## config.mk

```make
export PLATFORM = sky130hd
export DESIGN_NAME = video_raster_register_file_flat
export DESIGN_NICKNAME = d
export VERILOG_FILES = /design/src/rtl/vrrf_pkg.sv /design/src/rtl/vrrf_if.sv /design/src/rtl/video_raster_register_file.sv /design/src/rtl/vrrf_store.sv /design/src/flat_wrapper.sv
export SDC_FILE = /design/constraint.sdc
export NUM_CORES = 1
export LEC_CHECK = 0
export BUFFER_PORTS_ARGS = -buffer_cell sky130_fd_sc_hd__buf_2
export CAP_MARGIN = 20
export CORE_MARGIN = 2
export CORE_UTILIZATION = 55
export CTS_BUF_LIST = sky130_fd_sc_hd__clkbuf_16
export DETAILED_ROUTE_END_ITERATION = 12
export PLACE_DENSITY = 0.78
export SYNTH_ARGS = -nofsm -noshare
export SYNTH_HDL_FRONTEND = slang
export SYNTH_HIERARCHICAL = 1
export SYNTH_SLANG_ARGS = --single-unit
export TNS_END_PERCENT = 20
```

## constraint.sdc

```tcl
create_clock -name clk_i -period 5.5 [get_ports clk_i]
set_input_delay 0 -clock clk_i [delete_from_list [all_inputs] [get_ports clk_i]]
set_output_delay 0 -clock clk_i [all_outputs]
set_load 0.02 [all_outputs]
```

## src/rtl/vrrf_pkg.sv

```systemverilog
`timescale 1ns / 1ps
// ----------------------------------------------------------------------------
// vrrf_pkg: shared types and constants of the video raster register file
// Holds the action codes, register addresses, timing constants and the
// payload structures of the input and result channels.
// ----------------------------------------------------------------------------
package vrrf_pkg;

  // Action codes of one input beat.
  typedef enum logic [1:0] {
    ACT_READ  = 2'd0,
    ACT_WRITE = 2'd1,
    ACT_TICK  = 2'd2,
    ACT_BANK  = 2'd3
  } action_e;

  // Register store geometry.
  localparam int unsigned RegCount = 64;
  localparam int unsigned AddrW    = $clog2(RegCount);

  // Register addresses that have special behavior.
  localparam logic [AddrW-1:0] ADDR_CTRL1      = 6'h11;
  localparam logic [AddrW-1:0] ADDR_RASTER     = 6'h12;
  localparam logic [AddrW-1:0] ADDR_CTRL2      = 6'h16;
  localparam logic [AddrW-1:0] ADDR_MEM_PTR    = 6'h18;
  localparam logic [AddrW-1:0] ADDR_IRQ_LATCH  = 6'h19;
  localparam logic [AddrW-1:0] ADDR_IRQ_ENABLE = 6'h1A;
  localparam logic [AddrW-1:0] ADDR_COLOR_LO   = 6'h20;
  localparam logic [AddrW-1:0] ADDR_COLOR_HI   = 6'h2E;
  localparam logic [AddrW-1:0] ADDR_UNUSED_LO  = 6'h2F;

  // Read masks.
  localparam logic [7:0] MASK_CTRL2   = 8'hC0;
  localparam logic [7:0] MASK_LATCH   = 8'h70;
  localparam logic [7:0] MASK_ENABLE  = 8'hF0;
  localparam logic [7:0] MASK_COLOR   = 8'h0F;
  localparam logic [7:0] READ_UNUSED  = 8'hFF;
  localparam logic [7:0] LATCH_SET    = 8'h81;

  // Raster timing.
  localparam logic [6:0] CYCLES_LAST     = 7'd62;
  localparam logic [6:0] CYCLES_PER_LINE = 7'd63;
  localparam logic [8:0] LINES_PER_FRAME = 9'd312;

  // Payload of one input beat.
  typedef struct packed {
    logic [1:0]       action;
    logic [AddrW-1:0] reg_address;
    logic [7:0]       write_data;
    logic [5:0]       tick_count;
    logic [1:0]       bank_select;
  } in_item_t;

  // Payload of one result beat.
  typedef struct packed {
    logic [7:0]  read_data;
    logic        irq_pulse;
    logic [8:0]  raster_line;
    logic [15:0] screen_base;
    logic [15:0] char_base;
    logic [2:0]  video_mode;
    logic [2:0]  scroll_x;
    logic [2:0]  scroll_y;
  } out_item_t;

endpackage

```

## src/rtl/vrrf_if.sv

```systemverilog
`timescale 1ns / 1ps
// ----------------------------------------------------------------------------
// vrrf_if: valid/ready channels of the video raster register file
// One interface for the input beats and one for the result beats.
// ----------------------------------------------------------------------------
interface vrrf_in_if;
  logic               valid;
  logic               ready;
  vrrf_pkg::in_item_t data;

  modport source (output valid, output data, input ready);
  modport sink   (input valid, input data, output ready);
endinterface

interface vrrf_out_if;
  logic                valid;
  logic                ready;
  vrrf_pkg::out_item_t data;

  modport source (output valid, output data, input ready);
  modport sink   (input valid, input data, output ready);
endinterface

```

## src/rtl/video_raster_register_file.sv

```systemverilog
`timescale 1ns / 1ps
// ----------------------------------------------------------------------------
// video_raster_register_file: raster register file of a PAL video controller
// Register store, raster line counter fed by a CPU cycle accumulator, and
// the raster compare interrupt. One result beat for every input beat.
// ----------------------------------------------------------------------------
//  Channel  Direction  Handshake    Payload
//  in_i     sink       valid/ready  action, reg_address, write_data,
//                                   tick_count, bank_select
//  out_o    source     valid/ready  read_data, irq_pulse, raster_line,
//                                   screen_base, char_base, video_mode,
//                                   scroll_x, scroll_y
//
// Every beat is decoded and applied in the cycle it is accepted; its result
// is held in the output register and is shown in the next cycle.
// One beat per cycle is sustained while out_o takes the results; the result
// comes from the output register and the registered read port of the store.
// in_i.ready is high while the output register is empty or being taken, so
// a stall on out_o holds the result and back-pressures in_i.
// After reset all registers, the accumulator, line and bank are zero.
// ----------------------------------------------------------------------------
module video_raster_register_file (
  input  logic       clk_i,
  input  logic       rst_ni,
  vrrf_in_if.sink    in_i,
  vrrf_out_if.source out_o
);

  // Registers with side effects or fixed read taps live in flip-flops.
  logic [7:0] r11_q, r11_d;
  logic [7:0] r12_q, r12_d;
  logic [7:0] r16_q, r16_d;
  logic [7:0] r18_q, r18_d;
  logic [7:0] r19_q, r19_d;
  logic [7:0] r1a_q, r1a_d;
  logic [6:0] acc_q, acc_d;
  logic [8:0] line_q, line_d;
  logic [1:0] bank_q, bank_d;

  // Output register.
  logic                out_valid_q;
  vrrf_pkg::out_item_t res_q, res_d;
  logic                rd_mem_q, rd_mem_d;
  logic [7:0]          rd_or_q, rd_or_d;

  logic                       accept;
  vrrf_pkg::action_e          act;
  logic [vrrf_pkg::AddrW-1:0] addr;
  logic [7:0]                 mem_rdata;
  logic                       mem_we;
  logic                       mem_re;
  logic [7:0]                 acc_sum;
  logic [8:0]                 line_inc;
  logic                       advance;
  logic                       irq;

  assign accept   = in_i.valid && in_i.ready;
  assign in_i.ready = !out_valid_q || out_o.ready;
  assign act      = vrrf_pkg::action_e'(in_i.data.action);
  assign addr     = in_i.data.reg_address;
  assign mem_we   = accept && (act == vrrf_pkg::ACT_WRITE);
  assign mem_re   = accept && (act == vrrf_pkg::ACT_READ);

  // General register store.
  vrrf_store u_store (
    .clk_i   (clk_i),
    .rst_ni  (rst_ni),
    .we_i    (mem_we),
    .waddr_i (addr),
    .wdata_i (in_i.data.write_data),
    .re_i    (mem_re),
    .raddr_i (addr),
    .rdata_o (mem_rdata)
  );

  // Cycle accumulator and line advance.
  always_comb begin
    acc_sum  = {1'b0, acc_q} + {2'b00, in_i.data.tick_count};
    advance  = (acc_sum > {1'b0, vrrf_pkg::CYCLES_LAST});
    line_inc = line_q + 9'd1;
    if (line_inc >= vrrf_pkg::LINES_PER_FRAME) begin
      line_inc = 9'd0;
    end
  end

  // Next state of the fixed registers and counters.
  always_comb begin
    r11_d  = r11_q;
    r12_d  = r12_q;
    r16_d  = r16_q;
    r18_d  = r18_q;
    r19_d  = r19_q;
    r1a_d  = r1a_q;
    acc_d  = acc_q;
    line_d = line_q;
    bank_d = bank_q;
    irq    = 1'b0;
    case (act)
      vrrf_pkg::ACT_WRITE: begin
        case (addr)
          vrrf_pkg::ADDR_CTRL1:      r11_d = in_i.data.write_data;
          vrrf_pkg::ADDR_RASTER:     r12_d = in_i.data.write_data;
          vrrf_pkg::ADDR_CTRL2:      r16_d = in_i.data.write_data;
          vrrf_pkg::ADDR_MEM_PTR:    r18_d = in_i.data.write_data;
          vrrf_pkg::ADDR_IRQ_LATCH:  r19_d = 8'h00;
          vrrf_pkg::ADDR_IRQ_ENABLE: r1a_d = in_i.data.write_data;
          default: ;
        endcase
      end
      vrrf_pkg::ACT_TICK: begin
        if (advance) begin
          acc_d  = 7'(acc_sum - {1'b0, vrrf_pkg::CYCLES_PER_LINE});
          line_d = line_inc;
          // Raster compare on entering a new line.
          if (r1a_q[0] && (line_inc == {r11_q[7], r12_q})) begin
            irq   = 1'b1;
            r19_d = vrrf_pkg::LATCH_SET;
          end
        end else begin
          acc_d = acc_sum[6:0];
        end
      end
      vrrf_pkg::ACT_BANK: begin
        bank_d = in_i.data.bank_select;
      end
      default: ;
    endcase
  end

  // Read decode: fixed registers give their value now, store entries
  // arrive from the registered read port and get an OR mask.
  always_comb begin
    rd_mem_d = 1'b0;
    rd_or_d  = 8'h00;
    if (act == vrrf_pkg::ACT_READ) begin
      case (addr)
        vrrf_pkg::ADDR_CTRL1:      rd_or_d = {line_q[8], r11_q[6:0]};
        vrrf_pkg::ADDR_RASTER:     rd_or_d = line_q[7:0];
        vrrf_pkg::ADDR_CTRL2:      rd_or_d = r16_q | vrrf_pkg::MASK_CTRL2;
        vrrf_pkg::ADDR_MEM_PTR:    rd_or_d = r18_q;
        vrrf_pkg::ADDR_IRQ_LATCH:  rd_or_d = r19_q | vrrf_pkg::MASK_LATCH;
        vrrf_pkg::ADDR_IRQ_ENABLE: rd_or_d = r1a_q | vrrf_pkg::MASK_ENABLE;
        default: begin
          if (addr >= vrrf_pkg::ADDR_UNUSED_LO) begin
            rd_or_d = vrrf_pkg::READ_UNUSED;
          end else if (addr >= vrrf_pkg::ADDR_COLOR_LO &&
                       addr <= vrrf_pkg::ADDR_COLOR_HI) begin
            rd_mem_d = 1'b1;
            rd_or_d  = vrrf_pkg::MASK_COLOR;
          end else begin
            rd_mem_d = 1'b1;
          end
        end
      endcase
    end
  end

  // Result fields after this beat.
  always_comb begin
    res_d             = '0;
    res_d.irq_pulse   = irq;
    res_d.raster_line = line_d;
    res_d.screen_base = {bank_d, r18_d[7:4], 10'b0};
    res_d.char_base   = {bank_d, r18_d[3:1], 11'b0};
    res_d.video_mode  = {r11_d[6], r11_d[5], r16_d[4]};
    res_d.scroll_x    = r16_d[2:0];
    res_d.scroll_y    = r11_d[2:0];
  end

  // State registers.
  always_ff @(posedge clk_i or negedge rst_ni) begin
    if (!rst_ni) begin
      r11_q  <= '0;
      r12_q  <= '0;
      r16_q  <= '0;
      r18_q  <= '0;
      r19_q  <= '0;
      r1a_q  <= '0;
      acc_q  <= '0;
      line_q <= '0;
      bank_q <= '0;
    end else if (accept) begin
      r11_q  <= r11_d;
      r12_q  <= r12_d;
      r16_q  <= r16_d;
      r18_q  <= r18_d;
      r19_q  <= r19_d;
      r1a_q  <= r1a_d;
      acc_q  <= acc_d;
      line_q <= line_d;
      bank_q <= bank_d;
    end
  end

  // Output valid flag.
  always_ff @(posedge clk_i or negedge rst_ni) begin
    if (!rst_ni) begin
      out_valid_q <= 1'b0;
    end else if (in_i.ready) begin
      out_valid_q <= in_i.valid;
    end
  end

  // Output payload register.
  always_ff @(posedge clk_i) begin
    if (accept) begin
      res_q    <= res_d;
      rd_mem_q <= rd_mem_d;
      rd_or_q  <= rd_or_d;
    end
  end

  // Result beat; store reads merge their mask here.
  always_comb begin
    out_o.data           = res_q;
    out_o.data.read_data = rd_mem_q ? (mem_rdata | rd_or_q) : rd_or_q;
  end
  assign out_o.valid = out_valid_q;

endmodule

```

## src/rtl/vrrf_store.sv

```systemverilog
`timescale 1ns / 1ps
// ----------------------------------------------------------------------------
// vrrf_store: general register store
// A 64 x 8 memory with one write and one registered read port. Per-entry
// valid bits, cleared at reset, make entries read as zero until written.
// ----------------------------------------------------------------------------
module vrrf_store (
  input  logic                       clk_i,
  input  logic                       rst_ni,
  input  logic                       we_i,
  input  logic [vrrf_pkg::AddrW-1:0] waddr_i,
  input  logic [7:0]                 wdata_i,
  input  logic                       re_i,
  input  logic [vrrf_pkg::AddrW-1:0] raddr_i,
  output logic [7:0]                 rdata_o
);

  logic [7:0]                      mem [vrrf_pkg::RegCount];
  logic [vrrf_pkg::RegCount-1:0]   valid_q;
  logic [7:0]                      rdata_q;

  // Memory write port.
  always_ff @(posedge clk_i) begin
    if (we_i) begin
      mem[waddr_i] <= wdata_i;
    end
  end

  // Valid bits mark entries that hold a written byte.
  always_ff @(posedge clk_i or negedge rst_ni) begin
    if (!rst_ni) begin
      valid_q <= '0;
    end else if (we_i) begin
      valid_q[waddr_i] <= 1'b1;
    end
  end

  // Registered read port; an unwritten entry reads as zero.
  always_ff @(posedge clk_i) begin
    if (re_i) begin
      rdata_q <= valid_q[raddr_i] ? mem[raddr_i] : 8'h00;
    end
  end

  assign rdata_o = rdata_q;

endmodule
```

## src/flat_wrapper.sv

```systemverilog
// flat-port wrapper written by rule: the top's interface ports become plain ports
module video_raster_register_file_flat 
  (clk_i, rst_ni, in_i_valid, in_i_data, in_i_ready, out_o_valid, out_o_data, out_o_ready);
  vrrf_in_if in_i_i ();
  vrrf_out_if out_o_i ();
  input  logic clk_i;
  input  logic rst_ni;
  input wire logic [$bits(in_i_i.valid)-1:0] in_i_valid;
  input wire logic [$bits(in_i_i.data)-1:0] in_i_data;
  output wire logic [$bits(in_i_i.ready)-1:0] in_i_ready;
  output wire logic [$bits(out_o_i.valid)-1:0] out_o_valid;
  output wire logic [$bits(out_o_i.data)-1:0] out_o_data;
  input wire logic [$bits(out_o_i.ready)-1:0] out_o_ready;
  assign in_i_i.valid = in_i_valid;
  assign in_i_i.data = in_i_data;
  assign in_i_ready = in_i_i.ready;
  assign out_o_valid = out_o_i.valid;
  assign out_o_data = out_o_i.data;
  assign out_o_i.ready = out_o_ready;
  video_raster_register_file u_core (.clk_i(clk_i), .rst_ni(rst_ni), .in_i(in_i_i), .out_o(out_o_i));
endmodule
```

Yosys cells after proc, flatten, opt, wreduce, memory -nomap -nowiden:

Memory sizes are Yosys's and may differ from the RTL's. A register that Yosys moved wholly into a read port is not among the register bits.
Index checks and enable logic that the tools add are counted.

* register bits after elaboration: 164
* memory bits (writable): 512
* bits of input ports: 28
* output and inout port bits: 61
* logic and storage cells: 97
* memories: 1

* $add $sub $neg: 3
* order comparisons: 7
* eq/ne operators: 13
* muxes and demuxes: 27
* bitwise operators: 3
* reduce and logical (&&, ||, !) cells: 20

Memories
* u_core.u_store.mem: depth 64, bits a word 8, rd ports 1, clocked after Yosys merged registers in 1, write ports 1, RTL line vrrf_store.sv:18 `logic [7:0] mem [vrrf_pkg::RegCount];`

Operators with widths (count)
* $or 64x64->64: 1
* $mux 8: 7
* $pmux 8 s6: 1
* $eq 6x5->1 const B: 6
* $mux 9: 3
* $mux 7: 3
* $pmux 8 s2: 1
* $reduce_and 3->1: 5
* $ge 6x6->1 const B: 2
* $mux 5: 2
* $add 9x1->9 const B: 1
* $eq 9x9->1: 1
* $ge 9x9->1 const B: 1
* $add 7x6->8: 1
* $gt 8x6->1 const B: 1
* $or 8x8->8: 1
* $lt 6x7->1 const B: 1
* $reduce_or 7->1: 1
* $sub 7x6->7 const B: 1
* $bmux 1 s6: 1
* $demux 1 s6: 1
* $ge 6x1->1 const B: 1
* $le 6x6->1 const B: 1
* $logic_and 1x1->1: 6
* 14 further kinds: 23

Logic depth before layout (Yosys ltp):

* depth after elaboration: 8
* mapped depth: 11
* gate-level depth less buffers: 10

By module:

The synthesis kept the hierarchy.

Modules (own cells, without submodules)
* vrrf_store: times used 1, cells an instance 1084, area each 22510.3 um2
* video_raster_register_file: times used 1, cells an instance 472, area each 5097.4 um2

Worst setup path after synthesis:

OpenSTA, ideal clock, no wires.

* kind: reg2reg
* start: reg u_core.acc_q[0]
* end: reg u_core.res_q (netlist bit u_core/out_o.data[45]) (data pin)
* library setup time: 0.269 ns
* arrival: 2.421 ns
* setup slack: 2.809 ns
* cell stages (with the launch flop): 12
* buffers on the path: 1
* clock period less this slack: 2.691 ns
* cell sequence: dfrtp_1 -> ha_1 -> fa_1 -> a21o_1 -> a21oi_1 -> xnor2_1 -> and2_1 -> a32o_1 -> nand2_1 -> buf_2 -> o21ai_1 -> o31ai_1

* cells in the longest elaborated chain, start to end: 4

Ends and longest elaborated chain
* from (decl): RTL line video_raster_register_file.sv:36 `logic [6:0] acc_q, acc_d;`
* from (signal assigned): RTL line video_raster_register_file.sv:179 `acc_q <= '0;`
* from (signal assigned): RTL line video_raster_register_file.sv:189 `acc_q <= acc_d;`
* $add 7x6->8: RTL line video_raster_register_file.sv:78 `acc_sum = {1'b0, acc_q} + {2'b00, in_i.data.tick_count};`
* $gt 8x6->1: RTL line video_raster_register_file.sv:79 `advance = (acc_sum > {1'b0, vrrf_pkg::CYCLES_LAST});`
* $mux 9: RTL line video_raster_register_file.sv:111 `if (advance) begin`
* $mux 9: RTL line video_raster_register_file.sv:98 `case (act)`
* via u_core.line_d[4]: RTL line video_raster_register_file.sv:37 `logic [8:0] line_q, line_d;`
* to (signal assigned): RTL line video_raster_register_file.sv:207 `res_q <= res_d;`
* to (decl): RTL line video_raster_register_file.sv:42 `vrrf_pkg::out_item_t res_q, res_d;`

The timed path passes the listed nets, and every way through them passes these cells.
A chain may end at the register's enable or synchronous reset.

Final worst setup path:

Ends and elaborated chain as after synthesis.

==> results.toml <==
[placed_design]
postPlaceCellArea_mm2 = 0.02847
io_buffer_count = 67
hpwl_um = 35940
place.gp.congestion = 0.8623
dp_cells = 2234

[timing]
rsz0062_at_grt = "false"
fmax_mhz = 302.4
setup_viol_count_final = 0
finalSetupTns_ps = 0
final.period_utilization = 0.6012
hold_viol_final = 0
relSlewSlack = 0.2715
period_needed_ps = 3306
holdWs_ps = 36.22
tightest_slew_ps = 1093
finClkSkew_ps = 30.40
slew_violations = 0

[detailed_routing]
vias = 15040
drtAntennaViolNets = 0
drt_pass1_iterations = 5
drt-total-wl_um = 62110
wl_per_cell_um = 26.24
drt_iter0_markers = 1735
drcViolationCount = 0
via_per_inst = 6.355

[logic_synthesis]
syn_inst = 1556
ys_async_sr_fraction = 0.1748
yosysWarnings = 6
synth_seq_area_share = 0.7128
synth-edff-count = 557
synth_flop_cell = "edfxtp_1"
synth_seq_cells = 675
netlist_area_mm2 = 0.02761
ys_types = 73
syn_avg_cell_area_um2 = 17.74

[worst_setup_path]
worst-path-buf-inv = 0
crit_fanout = 15
max_stage_delay_ps = 410
path_delay_family = "compound AO/OA/AOI/OAI gates"
cp-end-kind = "flop"
critical_path_arrival_ps = 3720
worst-setup-path-type = "flop to flop"
worstPathCellList = "ha_1, fa_1, a21o_1, a21oi_1, xnor2_1, and2_1, a32o_1, nand2_1, or2_1, o31ai_1"
crit_path_start_kind = "flop"
crit_slowest_cell = "fa_1"
critPathRequiredTime_ps = 5920

[power]
powerDensity_mw_per_mm2 = 368.9
p_seq_frac = 0.506
cellInternalPower_mw = 8.726
p_leak_nw = 10.96
pwr-share-comb = 0.090
clockPowerShare = 0.404
power.switching_mw = 2.636
switching_share = 0.2320
ir_drop_mv = 0.4042
total_power_mw = 11.36

[finish]
areaGrowthSynthToFinish_pct = 11.56
n_antenna_cell = 0
final_nets = 1681
drive_above_1_share = 0.2578
stdcell_count = 2367
final_common_cell = "edfxtp_1"
fin_area_mm2 = 0.03080
layout_common_cells = "edfxtp_1 (557), mux4_2 (139), dfrtp_1 (118)"

[clock_tree]
cts_made_buffers = 67
cts_tree = "built"
clock_path_buffers = 3
cts.sinks = 675
path_clk_slew_ps = 70
root_buffer = "clkbuf_16"
cts_max_level = 3
worstSkewPairLatency_ps = 610
cts_setup_buffers = 0

[global_route]
grt_pass1_vias = 15140
top_usage_layer = "met2"
grt_overflow = 0
grt.total_usage = 0.2427
grt_pass1_wl_um = 95120
use_met3 = 0.05025
use_met2 = 0.3832
use_met1 = 0.3438
grt_max_degree = 80
grt_antenna_before_repair = 1

[floorplan]
core_area_mm2 = 0.04986
io_pins = 89
core.rowCount = 82
initial_utilization = 0.5537
die-area_mm2 = 0.05200
die_w_um = 228.0
dieHeight_um = 228.0

[flow_run]
cap_violations = 0

[hold_path]
worstHoldPathType = "input pin to asynchronous set/reset pin"

[outcome]
status = "finished clean"
-- worst reg2reg max path: stages (launching register included) --
cell,delay [ps]
dfrtp_1,380
ha_1,210
fa_1,410
a21o_1,180
a21oi_1,270
xnor2_1,220
and2_1,210
a32o_1,270
nand2_1,320
or2_1,400
o31ai_1,250
-- cells in the mapped netlist (all sizes together) (3+ instances only) --
master  count  area [um^2]
a32oi       3        26.28
mux4      145         3288
ha         10        125.1
nand2b     10        62.56
a32o        3        30.03
a21oi      20        100.1
a31oi      10        62.56
a221oi      5        43.79
o22ai       3        25.02
nand4       3        33.78
o21ai      43        215.2
nor2b      13        81.33
mux2       53        596.8
o31ai       5        42.54
or2        67        419.2
nand2      90        340.3
nand3      16        92.59
clkbuf     39        146.4
and3        6        42.54
nor3        5        25.02
a22oi      87        653.1
a21o       10        75.07
xor2        7        61.31
nor2       97        371.6
edfxtp    557        16730
buf        61        407.9
and2        5        31.28
or3         4        30.03
mux2i       3        30.03
dfrtp     118         2953
xnor2      12        105.1
inv        13        48.80
-- timing repair --
item                                   CTS  global route
gates resized for setup                  0             0
hold buffers                            11             0
endpoints found under the hold margin   72             0
-- power by group through the flow --
stage               logic, mW  registers [mW]  clock network (mW)
detailed placement       1.01            5.85                   0
global placement        0.977            5.84                   0
global route             1.12            5.76                4.85
CTS                      1.02            5.74                4.66
finish                   1.02            5.75                4.59
floorplan               0.720            5.82                   0
-- per-stage QoR --
step                      setup WS (ps)    util
after floorplan                    2809       -
after global placement             2215  0.5711
after detailed placement           2170  0.5711
after CTS                          2212  0.6177
after global routing               1933  0.6177
final                              2194  0.6177
-- final timing paths --
check	from	to	slack, ps	depth (start not counted)
worst max register to register	u_core/acc_q[0]	u_core/out_o.data[45]	2190	10
max in group asynchronous	rst_ni	u_core/u_store/valid_q[2]	4120	3
worst min register to register	u_core/u_store/valid_q[33]	u_core/u_store/valid_q[33]	460	1
worst min-delay path	rst_ni	u_core/acc_q[1]	40	2
worst max-delay path	u_core/acc_q[0]	u_core/out_o.data[45]	2190	10
min in group clk_i	in_i_data[3]	u_core/acc_q[1]	60	4
-- per-layer routing --
metal	wire, um	share of wire	vias up
met5	16	0.00026	-
met4	1475	0.024	2
met3	5789	0.093	117
met2	30080	0.48	824
met1	24750	0.40	7812
li1	-	-	6287
-- layout make-up --
class	instances	area, um^2
Clock inverter	54	511.7
Multi-Input combinational cell	788	7410
Clock buffer	68	1702
Inverter	13	48.80
Tap cell	672	840.8
Timing Repair Buffer	97	606.8
Fill cell	3422	19060
Sequential cell	675	19680
-- cell families after synthesis --
| family | share of synthesized area |
|---|---|
| compound gates | 0.05257 |
| xor+xnor | 0.006028 |
| fa+ha+maj | 0.005257 |
| buf+inv | 0.02184 |
| flops | 0.7128 |
| mux | 0.1418 |
| other cells | 0.0001358 |
| simple gates | 0.05955 |
-- flip-flops by register name, indices dropped and copies added (netlist names), 2 cells and up --
signal and flops:
u_core/u_store/mem 512, u_core/u_store/valid_q 64, u_core/out_o.data 28, u_core/line_q 9, u_core/r11_q 8, u_core/r12_q 8, u_core/r18_q 8, u_core/rd_or_q 8
u_core/u_store/rdata_o 8, u_core/acc_q 7, u_core/r16_q 6, u_core/r1a_q 4, u_core/bank_q 2
(Power assumes the default switching activity.)
